[src/sv/bdch_pkg.sv]
`default_nettype none
// ----------------------------------------------------------------------------
// bdch_pkg: shared types and constants
// Register indexes, reset values and the structs passed between modules of
// the button debounce, click and hold block.
// ----------------------------------------------------------------------------
package bdch_pkg;

   localparam int unsigned TIME_WIDTH  = 32;
   localparam int unsigned CFG_WIDTH   = 15;
   localparam int unsigned INDEX_WIDTH = 2;

   localparam logic [CFG_WIDTH-1:0] DEBOUNCE_RESET   = 15'd20;
   localparam logic [CFG_WIDTH-1:0] DOUBLE_GAP_RESET = 15'd500;
   localparam logic [CFG_WIDTH-1:0] HOLD_RESET       = 15'd1000;

   typedef enum logic [INDEX_WIDTH-1:0] {
      CSR_DEBOUNCE   = 2'd0,
      CSR_DOUBLE_GAP = 2'd1,
      CSR_HOLD       = 2'd2
   } csr_index_type;

   typedef struct packed {
      logic [CFG_WIDTH-1:0] debounce_ms;
      logic [CFG_WIDTH-1:0] double_gap_ms;
      logic [CFG_WIDTH-1:0] hold_ms;
   } cfg_type;

   typedef struct packed {
      logic held_edge;
      logic held;
      logic double_clicked;
      logic clicked_edge;
      logic pressed;
   } result_type;

endpackage
`default_nettype wire

[src/sv/bdch_cfg_regs.sv]
`default_nettype none
// ----------------------------------------------------------------------------
// bdch_cfg_regs: configuration registers
// Holds the debounce, double-click gap and hold times. Writes to an index
// beyond the register list are dropped.
// ----------------------------------------------------------------------------
module bdch_cfg_regs (
   input  wire logic                               clock,
   input  wire logic                               reset,
   input  wire logic                               wr_en,
   input  wire logic [bdch_pkg::INDEX_WIDTH-1:0]   wr_index,
   input  wire logic [bdch_pkg::CFG_WIDTH-1:0]     wr_data,
   output bdch_pkg::cfg_type                       cfg
);

   bdch_pkg::cfg_type cfg_ff;
   bdch_pkg::cfg_type cfg_in;

   always_comb begin
      cfg_in = cfg_ff;
      if (wr_en) begin
         unique case (bdch_pkg::csr_index_type'(wr_index))
            bdch_pkg::CSR_DEBOUNCE:   cfg_in.debounce_ms   = wr_data;
            bdch_pkg::CSR_DOUBLE_GAP: cfg_in.double_gap_ms = wr_data;
            bdch_pkg::CSR_HOLD:       cfg_in.hold_ms       = wr_data;
            default:                  cfg_in = cfg_ff;
         endcase
      end
   end

   always_ff @(posedge clock) begin
      if (reset) begin
         cfg_ff.debounce_ms   <= bdch_pkg::DEBOUNCE_RESET;
         cfg_ff.double_gap_ms <= bdch_pkg::DOUBLE_GAP_RESET;
         cfg_ff.hold_ms       <= bdch_pkg::HOLD_RESET;
      end else begin
         cfg_ff <= cfg_in;
      end
   end

   assign cfg = cfg_ff;

endmodule
`default_nettype wire

[src/sv/bdch_track.sv]
`default_nettype none
// ----------------------------------------------------------------------------
// bdch_track: button state tracker
// Keeps the debounce, click and hold state and computes the result of one
// poll. State advances only when a poll is accepted.
// ----------------------------------------------------------------------------
module bdch_track (
   input  wire logic                                clock,
   input  wire logic                                reset,
   input  wire logic                                accept,
   input  wire logic                                pin_level,
   input  wire logic [bdch_pkg::TIME_WIDTH-1:0]     now_ms,
   input  wire bdch_pkg::cfg_type                   cfg,
   output bdch_pkg::result_type                     result
);

   localparam int unsigned PadWidth = bdch_pkg::TIME_WIDTH - bdch_pkg::CFG_WIDTH;

   logic [bdch_pkg::TIME_WIDTH-1:0] last_low_time_ff, last_low_time_in;
   logic [bdch_pkg::TIME_WIDTH-1:0] first_click_time_ff, first_click_time_in;
   logic [bdch_pkg::TIME_WIDTH-1:0] hold_start_time_ff, hold_start_time_in;
   logic                            debounced_ff, debounced_in;
   logic                            pending_ff, pending_in;
   logic                            double_ff, double_in;
   logic                            held_ff, held_in;

   logic [bdch_pkg::TIME_WIDTH-1:0] low_age;
   logic [bdch_pkg::TIME_WIDTH-1:0] click_age;
   logic [bdch_pkg::TIME_WIDTH-1:0] hold_age;
   logic                            click_pulse;
   logic                            pending_mid;
   logic [bdch_pkg::TIME_WIDTH-1:0] first_click_mid;

   // Ages wrap with the time stamp, so plain modular subtraction is right.
   assign low_age   = now_ms - last_low_time_ff;
   assign click_age = now_ms - first_click_mid;
   assign hold_age  = now_ms - hold_start_time_ff;

   always_comb begin
      // Debounce: a low pin restarts the window.
      if (pin_level) begin
         debounced_in     = (low_age >= {{PadWidth{1'b0}}, cfg.debounce_ms});
         last_low_time_in = last_low_time_ff;
      end else begin
         debounced_in     = 1'b0;
         last_low_time_in = now_ms;
      end

      click_pulse = debounced_in & ~debounced_ff;

      // Double click: the first click arms, a second one fires.
      pending_mid     = pending_ff;
      first_click_mid = first_click_time_ff;
      double_in       = double_ff;
      if (click_pulse && !pending_ff) begin
         pending_mid     = 1'b1;
         first_click_mid = now_ms;
      end else if (click_pulse) begin
         double_in   = 1'b1;
         pending_mid = 1'b0;
      end else begin
         double_in = 1'b0;
      end

      // Expire a pending first click once the gap has passed.
      if (pending_mid && (click_age > {{PadWidth{1'b0}}, cfg.double_gap_ms})) begin
         pending_in          = 1'b0;
         first_click_time_in = '0;
      end else begin
         pending_in          = pending_mid;
         first_click_time_in = first_click_mid;
      end

      // Hold timer runs from the last poll that was not pressed.
      if (debounced_in) begin
         held_in            = (hold_age > {{PadWidth{1'b0}}, cfg.hold_ms});
         hold_start_time_in = hold_start_time_ff;
      end else begin
         held_in            = 1'b0;
         hold_start_time_in = now_ms;
      end
   end

   always_ff @(posedge clock) begin
      if (reset) begin
         last_low_time_ff    <= '0;
         first_click_time_ff <= '0;
         hold_start_time_ff  <= '0;
         debounced_ff        <= 1'b0;
         pending_ff          <= 1'b0;
         double_ff           <= 1'b0;
         held_ff             <= 1'b0;
      end else if (accept) begin
         last_low_time_ff    <= last_low_time_in;
         first_click_time_ff <= first_click_time_in;
         hold_start_time_ff  <= hold_start_time_in;
         debounced_ff        <= debounced_in;
         pending_ff          <= pending_in;
         double_ff           <= double_in;
         held_ff             <= held_in;
      end
   end

   assign result.pressed        = debounced_in;
   assign result.clicked_edge   = click_pulse;
   assign result.double_clicked = double_in;
   assign result.held           = held_in;
   assign result.held_edge      = held_in & ~held_ff;

endmodule
`default_nettype wire

[src/sv/button_debounce_click_hold.sv]
`default_nettype none
// ----------------------------------------------------------------------------
// button_debounce_click_hold: button debouncer with click, double-click and hold
// Takes one poll per beat (pin level and millisecond time stamp) and returns
// the debounced state with click, double-click and long-press flags.
// ----------------------------------------------------------------------------
// Output: each result beat is registered, in the cycle after its poll is accepted.
// Throughput: one poll per cycle; the tracker state and the result register
// update in the same cycle, so the only stall is a full, undrained result register.
// Reset: synchronous, active high; clears all tracker state and loads the
// timing registers with 20, 500 and 1000 ms. No clearing pass is needed.
// ----------------------------------------------------------------------------
module button_debounce_click_hold (
   input  wire logic         clock,
   input  wire logic         reset,

   // Poll channel.
   input  wire logic         req_tvalid,
   output logic              req_tready,
   input  wire logic [39:0]  req_tdata,   // [0] pin_level, [32:1] now_ms, rest zero

   // Result channel.
   output logic              rsp_tvalid,
   input  wire logic         rsp_tready,
   output logic [7:0]        rsp_tdata,   // [0] pressed, [1] clicked_edge,
                                          // [2] double_clicked, [3] held,
                                          // [4] held_edge, rest zero

   // Configuration write channel.
   input  wire logic         csr_valid,
   output logic              csr_ready,
   input  wire logic [1:0]   csr_index,
   input  wire logic [14:0]  csr_data
);

   logic                                     req_accept;
   logic                                     pin_level;
   logic [bdch_pkg::TIME_WIDTH-1:0]          now_ms;
   bdch_pkg::cfg_type                        cfg;
   bdch_pkg::result_type                     result;

   logic                                     rsp_valid_ff, rsp_valid_in;
   bdch_pkg::result_type                     rsp_data_ff;

   // Configuration writes are registered and are never refused.
   assign csr_ready = 1'b1;

   bdch_cfg_regs u_cfg_regs (
      .clock    (clock),
      .reset    (reset),
      .wr_en    (csr_valid),
      .wr_index (csr_index),
      .wr_data  (csr_data),
      .cfg      (cfg)
   );

   // Unpack the poll beat.
   assign pin_level = req_tdata[0];
   assign now_ms    = req_tdata[32:1];

   // A new poll is taken whenever the result register is empty or is being
   // drained this cycle, so a waiting result never stalls the input side
   // more than necessary.
   assign req_tready = !rsp_valid_ff || rsp_tready;
   assign req_accept = req_tvalid && req_tready;

   // The tracker computes the whole result in this cycle from the poll and
   // its stored state, and advances that state on acceptance.
   bdch_track u_track (
      .clock     (clock),
      .reset     (reset),
      .accept    (req_accept),
      .pin_level (pin_level),
      .now_ms    (now_ms),
      .cfg       (cfg),
      .result    (result)
   );

   // Result register: loads on every accepted poll and empties once the
   // downstream side takes the beat.
   always_comb begin
      if (req_accept) begin
         rsp_valid_in = 1'b1;
      end else if (rsp_tready) begin
         rsp_valid_in = 1'b0;
      end else begin
         rsp_valid_in = rsp_valid_ff;
      end
   end

   always_ff @(posedge clock) begin
      if (reset) begin
         rsp_valid_ff <= 1'b0;
      end else begin
         rsp_valid_ff <= rsp_valid_in;
      end
   end

   always_ff @(posedge clock) begin
      if (req_accept) begin
         rsp_data_ff <= result;
      end
   end

   assign rsp_tvalid = rsp_valid_ff;
   assign rsp_tdata  = {3'b000,
                        rsp_data_ff.held_edge,
                        rsp_data_ff.held,
                        rsp_data_ff.double_clicked,
                        rsp_data_ff.clicked_edge,
                        rsp_data_ff.pressed};

   // Every accepted poll must show up as a result beat in the next cycle.
   assert property (@(posedge clock) disable iff (reset)
      req_accept |=> rsp_tvalid)
      else $error("accepted poll did not produce a result beat");

   // A click edge can only be reported while the button reads as pressed.
   assert property (@(posedge clock) disable iff (reset)
      (rsp_tvalid && rsp_tdata[1]) |-> rsp_tdata[0])
      else $error("click edge without pressed");

   // Held implies pressed, and a held edge implies held.
   assert property (@(posedge clock) disable iff (reset)
      (rsp_tvalid && (rsp_tdata[3] || rsp_tdata[4])) |-> (rsp_tdata[0] && rsp_tdata[3]))
      else $error("held flags inconsistent with pressed");

   // A double click needs a fresh click on the same poll.
   assert property (@(posedge clock) disable iff (reset)
      (rsp_tvalid && rsp_tdata[2]) |-> rsp_tdata[1])
      else $error("double click without click edge");

endmodule
`default_nettype wire

[config.mk]
export PLATFORM = sky130hd
export DESIGN_NAME = button_debounce_click_hold
export DESIGN_NICKNAME = d
export VERILOG_FILES = /design/src/sv/bdch_pkg.sv /design/src/sv/bdch_cfg_regs.sv /design/src/sv/bdch_track.sv /design/src/sv/button_debounce_click_hold.sv
export SDC_FILE = /design/constraint.sdc
export NUM_CORES = 1
export LEC_CHECK = 0
export BUFFER_PORTS_ARGS = -buffer_cell sky130_fd_sc_hd__buf_2
export CORE_MARGIN = 2
export CORE_UTILIZATION = 50
export DETAILED_ROUTE_END_ITERATION = 16
export PLACE_DENSITY = 0.78
export SKIP_LAST_GASP = 1
export SLEW_MARGIN = 20
export SYNTH_ARGS = -nofsm -noshare
export SYNTH_HDL_FRONTEND = slang
export SYNTH_SLANG_ARGS = --single-unit
[constraint.sdc]
create_clock -name clock -period 26.6 [get_ports clock]
set_input_delay 2.66 -clock clock [delete_from_list [all_inputs] [get_ports clock]]
set_output_delay 2.66 -clock clock [all_outputs]
set_load 0.03 [all_outputs]
==> results of run 1 <==
## worst paths after layout
path         cells past startpoint                                       from  slack [ns]                                           end
min                              2  u_track.last_low_time_ff[30]$_SDFFE_PP0P_        0.45     u_track.last_low_time_ff[30]$_SDFFE_PP0P_
max                             42                               req_tdata[1]       13.53  u_track.first_click_time_ff[12]$_SDFFE_PP0P_
min reg2reg                      2  u_track.last_low_time_ff[30]$_SDFFE_PP0P_        0.45     u_track.last_low_time_ff[30]$_SDFFE_PP0P_
max reg2reg                     40   u_track.last_low_time_ff[0]$_SDFFE_PP0P_       15.79  u_track.first_click_time_ff[12]$_SDFFE_PP0P_
## placed cells by master, fill, tap and decap left out, types with 33 or more instances in the layout
master / count
and3_1: 39
ha_1: 135
o311ai_1: 33
o21ai_0: 63
nand2_1: 279
inv_1: 148
xnor2_1: 41
nor3_1: 55
nor2_1: 87
a31oi_1: 45
buf_2: 60
a21oi_1: 206
dfxtp_1: 146
nand3_1: 65
## state kept, by name, summed over array words and instances (netlist names)
name / cells
u_track.held_ff: 1
u_track.first_click_time_ff: 32
u_track.hold_start_time_ff: 32
u_track.last_low_time_ff: 32
u_track.pending_ff: 1
u_track.debounced_ff: 1
u_cfg_regs.cfg: 45
u_track.double_ff: 1
rsp_tvalid: 1
rsp_tdata: 5
## layer usage
layer / vias up / track usage, % / routed length, um
met1: 7154 / 36.6 / 19100
met5: - / 0 / 0
met4: 0 / 11.8 / 1520
met2: 592 / 44.7 / 20000
li1: 7271 / - / -
met3: 87 / 3.61 / 3000
## power by group through the flow
stage          clock network [uW]  registers, uW  logic [uW]
6_report                      250            245         294
5_1_grt                       260            246         322
4_1_cts                       252            244         287
3_5_place_dp                    0            250         285
3_3_place_gp                    0            249         278
2_1_floorplan                   0            249         215
## through the flow
step / utilization, % / hold slack [ns] / worst slack, ns / total power, uW
2_1_floorplan: - / 0.436 / 14.87 / 464
3_3_place_gp: 52.1 / 0.442 / 13.67 / 527
3_5_place_dp: 52.1 / 0.446 / 13.31 / 534
4_1_cts: 54.1 / 0.455 / 13.79 / 783
5_1_grt: 54.3 / 0.471 / 13.01 / 828
6_report: 54.3 / 0.453 / 13.53 / 789
## worst reg2reg max path, delay by kind of cell, from the launching register on
family                   cells  cell delay (ns)
buffers and inverters        3             1.16
multiplexers                 1             0.47
AO/OA/AOI/OAI               14             3.42
XOR/XNOR                     2             0.44
adder cells (fa/ha/maj)      7             2.10
AND/OR/NAND/NOR             13             2.80
flip-flops                   1             0.32
## kinds of logic after synthesis
logic type               Yosys count
AND/OR/NAND/NOR                  722
AO/OA/AOI/OAI                    600
buffers and inverters            278
flip-flops                       151
adder cells (fa/ha/maj)          141
XOR/XNOR                          59
multiplexers                      39
other                              2
## cell type report
type | instances | share of cell area [%]
Clock inverter | 14 | 1.07
Multi-Input combinational cell | 1565 | 67.1
Timing Repair Buffer | 75 | 2.77
Sequential cell | 151 | 19.7
Inverter | 149 | 3.58
Tap cell | 384 | 3.08
Clock buffer | 18 | 2.75
==> flow_summary.toml, run 1 <==
[sta]
fmax_mhz = 76.5
worst_pin_slew_ns = 0.986
tns_ns = 0
finalHoldViolCount = 0
fin_crit_sh_pct = 49.1
grt_setup_unrepaired = "no"
slew_headroom_pct = 34.3
min_period_ns = 13.07
drv_slew = 0
setup_viol = 0
fin_skew_ns = 0.0146

[route]
drc = 0
drt-initial-drc-count = 1533
post_drt_wl_per_cell_um = 18.5
postRouteAntennaNets = 0
dr.pass1.iters = 8
vias = 15100
routed_wl_mm = 43.6
drt-vias-per-instance = 6.41

[power]
seq_power_share_pct = 31.0
power_frac_comb_pct = 37.3
p_per_area_nw_per_um2 = 50.5
ir_worst_vdd_v = 0.0000463
p_sw_uw = 301
clkPwrFrac_pct = 31.7
power_switching_share_pct = 38.2
p_int_uw = 488
p_leak_uw = 0.00594

[yosys]
synth_common_cells = "nand2_1, a21oi_1, inv_1"
synth-edff-count = 5
synth_adder_area_share_pct = 12.2
synth_warnings = 0
synth_ff_type = "dfxtp_1"
yosysMostFrequentCell = "nand2_1"
synth_top_area_cell = "dfxtp_1"
synth_area_leaders = "dfxtp_1, ha_1, nand2_1"
synthArstFlopShare_pct = 0
post_synth.cell_area_avg_um2 = 7.35
synthMuxAreaShare_pct = 2.74
synthSimpleGateAreaFrac_pct = 24.7
synth_xor_xnor_area_share_pct = 3.53
netlist_area_um2 = 14600
synth_top_family_by_area = "compound AO/OA/AOI/OAI gates"
synth_seq_cells = 151
synth_top_cell_area_share_pct = 20.0
synth.distinct_cells = 93
yosysSeqAreaShare_pct = 21.0
syn_inst = 1992
synth_compound_area_share_pct = 28.1

[critical_path]
crit_fanout = 54
crit_top_cell = "a21oi_1"
cp.arrival_ns = 13.42
cp-end-kind = "flip-flop"
crit_slowest_cell = "nor4bb_1"
path_delay_family = "compound AO/OA/AOI/OAI gates"
critPathRequiredTime_ns = 26.95
cp-start-kind = "input port"
path_class = "in2reg"
cp_slowest_stage_delay_ns = 0.63
path_buf_inv = 5

[global_routing]
gr-usage-all-layers_pct = 27.5
grt_max_degree = 111
overflow = 0
grt_pass1_wl_mm = 69.3
grt_pass1_vias = 13900
antenna_found_initial = 0

[clock_network]
cts_buffer_depth = 2
numCtsBuffers = 17
h-tree-depth = 4
postCtsSetupBuffers = 0
cts.sinks = 151
cts_tree = "built"
cts_root_buf = "clkbuf_16"
cts_hold_buf = 0
clk_latency_ns = 0.44
path_clk_slew_ns = 0.07
cts.repair.resized = 0

[finish]
n_antenna_cell = 0
drive_gt1_share_pct = 8.62
syn_to_final_growth_pct = 6.70
finalNonFillerCells = 2356
nNetsFinal = 2160
fillCellCount = 2669
multiInputGateArea_um2 = 10500
final_cell_area_um2 = 15600
regArea_um2 = 3070

[floorplanning]
num_io_pins = 73
die_y_um = 175
dieArea_um2 = 30600
row_count = 62
die_w_um = 175
start_util_pct = 50.8
coreArea_um2 = 28800

[placed_design]
dpl.hpwl_mm = 32.2
portBuffers = 61
gp_congestion = 0.965
placed_area_um2 = 15000
placedCellCount = 2323

[run_status]
status = "completed"

[worst_hold_path]
hp-class = "reg2reg"

[run]
drv_cap = 0
(Power assumes the default switching activity.)
==> run 2: changes to the inputs <==
- clock period: 26.6 -> 12.5 ns (I/O delays scaled with it)
==> run 2 against run 1 <==
Net effect:
- die area did not move
- hold slack got worse by 0.0014 ns
- highest routed layer unchanged
- clock skew fell by 0.0028 ns
- final cell count barely moved
- total power rose by 120%
==> flow_summary.toml, run 2 (synthesis gave the netlist of run 1 again) <==
[route]
dr.pass1.iters = 7
drt-initial-drc-count = 1655
vias = 15100
drt-vias-per-instance = 6.41
postRouteAntennaNets = 0
routed_wl_mm = 43.2
drc = 0
post_drt_wl_per_cell_um = 18.3

[sta]
grt_setup_unrepaired = "no"
worst_pin_slew_ns = 1.04
fin_skew_ns = 0.0118
min_period_ns = 11.14
fmax_mhz = 89.8
hold_slack_ns = 0.452
slew_headroom_pct = 30.2
fin_crit_sh_pct = 89.1
drv_slew = 0
tns_ns = 0
setup_viol = 0
finalHoldViolCount = 0

[finish]
finalNonFillerCells = 2355
largest_register_ffs = 45
n_antenna_cell = 0
layout_commonest_cell = "nand2_1"
drive_gt1_share_pct = 8.57
final_cell_area_um2 = 15700
nNetsFinal = 2159
final_cell_mix = "nand2_1, a21oi_1, inv_1, dfxtp_1, ha_1"
syn_to_final_growth_pct = 7.21

[placed_design]
placed_area_um2 = 15000
portBuffers = 61
placedCellCount = 2323
gp_congestion = 0.947
dpl.hpwl_mm = 32.2

[clock_network]
cts_hold_buf = 0
cts_tree = "built"
path_clk_slew_ns = 0.07
clk_latency_ns = 0.45
cts_root_buf = "clkbuf_16"
h-tree-depth = 4
cts.repair.resized = 0
numCtsBuffers = 17
postCtsSetupBuffers = 0
cts_buffer_depth = 2
cts.sinks = 151

[floorplanning]
die_w_um = 175
row_count = 62
start_util_pct = 50.8
die_y_um = 175
dieArea_um2 = 30600
num_io_pins = 73
coreArea_um2 = 28800

[run]
drv_cap = 0

[critical_path]
cp-end-kind = "flip-flop"
path_class = "in2reg"
regToRegStartpoint = "u_track.last_low_time_ff[0]$_SDFFE_PP0P_"
r2r_cells = 38
path_buf_inv = 4
path_delay_family = "compound AO/OA/AOI/OAI gates"
rr_endpoint = "u_track.first_click_time_ff[15]$_SDFFE_PP0P_"
r2r_slack_ns = 2.16
critPathRequiredTime_ns = 12.85
cp.depth = 40
crit_slowest_cell = "mux2i_1"
startpoint = "req_tdata[1]"
cp_slowest_stage_delay_ns = 0.42
crit_path_end = "u_track.first_click_time_ff[15]$_SDFFE_PP0P_"
crit_fanout = 33
crit_top_cell = "ha_1"
cp.arrival_ns = 11.48
cp-start-kind = "input port"

[global_routing]
grt_pass1_wl_mm = 69.3
grt_pass1_vias = 13800
grt_max_degree = 112
overflow = 0
antenna_found_initial = 0
gr-usage-all-layers_pct = 27.4

[power]
p_leak_uw = 0.00599
ir_worst_vdd_v = 0.0000826
p_per_area_nw_per_um2 = 112

[worst_hold_path]
holdPathStages = 2
hp-class = "reg2reg"

[run_status]
status = "completed"
-- run 2: cell types whose count changed in the layout (fill, tap and decap cells not counted), moves of 2 or more --
cell	before	now
bufinv_16	2	5
clkbuf_16	17	19
clkinvlp_4	2	0
inv_8	1	3
-- run 2: cell type report --
cell class              count  area (um^2)
flip-flops and latches    151         3070
clock buffers              19          475
repair buffers             74          405
clock inverters            13          224
fillers                  2682        13100
inverters                 149          559
multi-input cells        1565        10500
well taps                 384          480
-- run 2: metrics by stage --
| step | worst slack, ns | util (%) | power, uW |
|---|---|---|---|
| finish | 1.36 | 54.5 | 1750 |
| global route | 0.655 | 54.5 | 1840 |
| CTS | 1.41 | 54.5 | 1740 |
| detailed placement | 0.952 | 52.1 | 1140 |
| global placement | 1.25 | 52.1 | 1120 |
| floorplan | 2.18 | - | 987 |
-- run 2: power breakdown --
part           switching [uW]  leakage (uW)  internal [uW]
logic                     392       0.00440            229
clock network             228      0.000345            384
registers                13.8       0.00124            507
total                     634       0.00599           1120
-- run 2: worst min-delay path: cells and delay by family (launching register included) --
| family | cells | cell delay (ns) |
|---|---|---|
| flops | 1 | 0.30 |
| compound gates | 1 | 0.05 |
| simple gates | 1 | 0.05 |
-- run 2: layer usage --
metal | global-route usage (%) | up-vias | part of all wire [%]
met5 | 0 | - | 0
met1 | 37.2 | 7176 | 44
met2 | 44.5 | 554 | 46
li1 | - | 7262 | -
met3 | 3.55 | 98 | 6.9
met4 | 10.3 | 0 | 3.3
-- run 2: worst min-delay path by stage --
stage                                                   start                                   endpoint  slack, ns
CTS                 u_track.last_low_time_ff[18]$_SDFFE_PP0P_  u_track.last_low_time_ff[18]$_SDFFE_PP0P_       0.46
detailed placement  u_track.last_low_time_ff[14]$_SDFFE_PP0P_  u_track.last_low_time_ff[14]$_SDFFE_PP0P_       0.45
global placement    u_track.last_low_time_ff[14]$_SDFFE_PP0P_  u_track.last_low_time_ff[14]$_SDFFE_PP0P_       0.44
global route                  u_cfg_regs.cfg[38]$_SDFFE_PP0P_            u_cfg_regs.cfg[38]$_SDFFE_PP0P_       0.47
finish              u_track.last_low_time_ff[16]$_SDFFE_PP0P_  u_track.last_low_time_ff[16]$_SDFFE_PP0P_       0.45
floorplan                     u_cfg_regs.cfg[10]$_SDFFE_PP0P_            u_cfg_regs.cfg[10]$_SDFFE_PP0P_       0.44
==> run 3: changes to the inputs <==
- ABC_AREA: unset -> 1
==> run 3 against run 2 <==
Net effect:
- critical path depth grew 15
- combinational power is essentially flat
- highest routed layer unchanged
- global-route usage shrank 1.6 points
==> flow_summary.toml, run 3 <==
[run_status]
status = "completed"

[global_routing]
grt_max_degree = 112
antenna_found_initial = 0
gr-usage-all-layers_pct = 25.9
grt_pass1_vias = 12800
grt_pass1_wl_mm = 59.5
overflow = 0

[power]
p_leak_uw = 0.00682
p_per_area_nw_per_um2 = 115
power_switching_share_pct = 38.8
power_frac_comb_pct = 36.9
p_sw_uw = 651
p_int_uw = 1020
clkPwrFrac_pct = 31.9
ir_worst_vdd_v = 0.0000751
seq_power_share_pct = 31.2

[yosys]
synth_seq_cells = 151
synth_common_cells = "nand2_1, inv_1, nor2_1"
synth_top_area_cell = "dfxtp_1"
post_synth.cell_area_avg_um2 = 6.39
netlist_area_um2 = 13500
synth_area_leaders = "dfxtp_1, nand2_1, ha_1"
synth_ff_type = "dfxtp_1"
synth-edff-count = 5
yosysSeqAreaShare_pct = 22.7
synthArstFlopShare_pct = 0
synth_top_cell_area_share_pct = 21.6
synth.distinct_cells = 49
synth_warnings = 0
yosysMostFrequentCell = "nand2_1"
syn_inst = 2114

[sta]
drv_slew = 0
fin_skew_ns = 0.0148
slew_headroom_pct = 35.0
fmax_mhz = 117
fin_crit_sh_pct = 68.3
min_period_ns = 8.53
grt_setup_unrepaired = "no"
worst_pin_slew_ns = 0.976
finalHoldViolCount = 0
setup_viol = 0
tns_ns = 0

[critical_path]
cp.arrival_ns = 8.90
crit_top_cell = "nand2_1"
crit_fanout = 32
crit_slowest_cell = "fa_1"
cp_slowest_stage_delay_ns = 0.50
critPathRequiredTime_ns = 12.86
cp-end-kind = "flip-flop"
cp-start-kind = "input port"
path_class = "in2reg"

[route]
drt-initial-drc-count = 920
routed_wl_mm = 37.0
routedLengthMet1_mm = 16.8
post_drt_wl_per_cell_um = 14.8
postRouteAntennaNets = 0
drc = 0
wl_met2_mm = 17.3
dr.pass1.iters = 5
vias = 13500
met3WireLength_mm = 1.54
highest_layer = "met4"
drt-vias-per-instance = 5.40

[finish]
finalNonFillerCells = 2500
n_antenna_cell = 0
syn_to_final_growth_pct = 8.12
largest_register_ffs = 45
layout_commonest_cell = "nand2_1"
final_cell_area_um2 = 14600
final_cell_mix = "nand2_1, inv_1, nor2_1, a21oi_1, o21ai_0"
nNetsFinal = 2347
drive_gt1_share_pct = 9.36

[floorplanning]
coreArea_um2 = 26700
row_count = 60
die_w_um = 168
start_util_pct = 50.6
num_io_pins = 73
die_y_um = 168
dieArea_um2 = 28400

[clock_network]
cts.repair.resized = 0
clk_latency_ns = 0.43
numCtsBuffers = 17
postCtsSetupBuffers = 0
h-tree-depth = 4
cts_buffer_depth = 2
cts_tree = "built"
cts_root_buf = "clkbuf_16"
cts_hold_buf = 0
path_clk_slew_ns = 0.07
cts.sinks = 151

[worst_hold_path]
hp-class = "reg2reg"

[placed_design]
placedCellCount = 2468
dpl.hpwl_mm = 29.9
gp_congestion = 0.925
placed_area_um2 = 14000
portBuffers = 61

[run]
drv_cap = 0
[run 3: final timing paths]
kind | start | to | slack [ns] | cells past startpoint
setup / recovery | req_tdata[2] | u_track.first_click_time_ff[6]$_SDFFE_PP0P_ | 3.97 | 55
hold / removal | u_track.last_low_time_ff[10]$_SDFFE_PP0P_ | u_track.last_low_time_ff[10]$_SDFFE_PP0P_ | 0.46 | 2
hold reg to reg | u_track.last_low_time_ff[10]$_SDFFE_PP0P_ | u_track.last_low_time_ff[10]$_SDFFE_PP0P_ | 0.46 | 2
setup reg to reg | u_track.last_low_time_ff[0]$_SDFFE_PP0P_ | u_track.first_click_time_ff[6]$_SDFFE_PP0P_ | 4.72 | 54
[run 3: stage by stage]
step	utilization (%)	total power (uW)	setup slack, ns	hold WS (ns)
3_5_place_dp	52.4	1140	3.52	0.452
4_1_cts	54.7	1670	3.92	0.462
3_3_place_gp	52.4	1130	3.67	0.442
5_1_grt	54.7	1780	3.27	0.471
6_report	54.7	1680	3.97	0.458
2_1_floorplan	-	998	5.22	0.427
[run 3: kinds of logic (layout without fill, tap and decap cells)]
logic type               count (synthesis)  count (layout)  share of synthesized area [%]
AO/OA/AOI/OAI                          428             428                           17.7
AND/OR/NAND/NOR                        955             955                           30.7
flip-flops                             151             151                           22.7
multiplexers                            24              24                           1.78
adder cells (fa/ha/maj)                139             139                           13.0
buffers and inverters                  364             407                           10.7
XOR/XNOR                                51              51                           3.31
other                                    2               4                         0.0556
[run 3: worst max-delay path: cells and delay by family]
kind | cells | cell delay [ns]
AND/OR/NAND/NOR | 35 | 3.61
adder cells (fa/ha/maj) | 5 | 1.79
AO/OA/AOI/OAI | 5 | 0.93
buffers and inverters | 8 | 0.90
XOR/XNOR | 2 | 0.38
[run 3: cell type report]
class | instances | area [um^2]
clock inverter | 13 | 149
fill | 2734 | 12100
sequential | 151 | 3070
clock buffer | 19 | 454
timing repair buffer | 66 | 343
tap | 341 | 427
inverter | 309 | 1160
multi-input combinational | 1601 | 9000
[run 3: layer usage]
metal  vias up  track usage, %
met1      6186            32.5
met5         -               0
met3        83            2.70
met2       307            45.2
met4         0            10.8
li1       6921               -
[run 3: power by group through the flow]
stage | clock network, uW | registers (uW) | logic [uW]
after global routing | 559 | 525 | 701
after floorplan | 0 | 533 | 465
final | 535 | 522 | 619
after detailed placement | 0 | 533 | 610
after CTS | 538 | 522 | 614
after global placement | 0 | 532 | 597
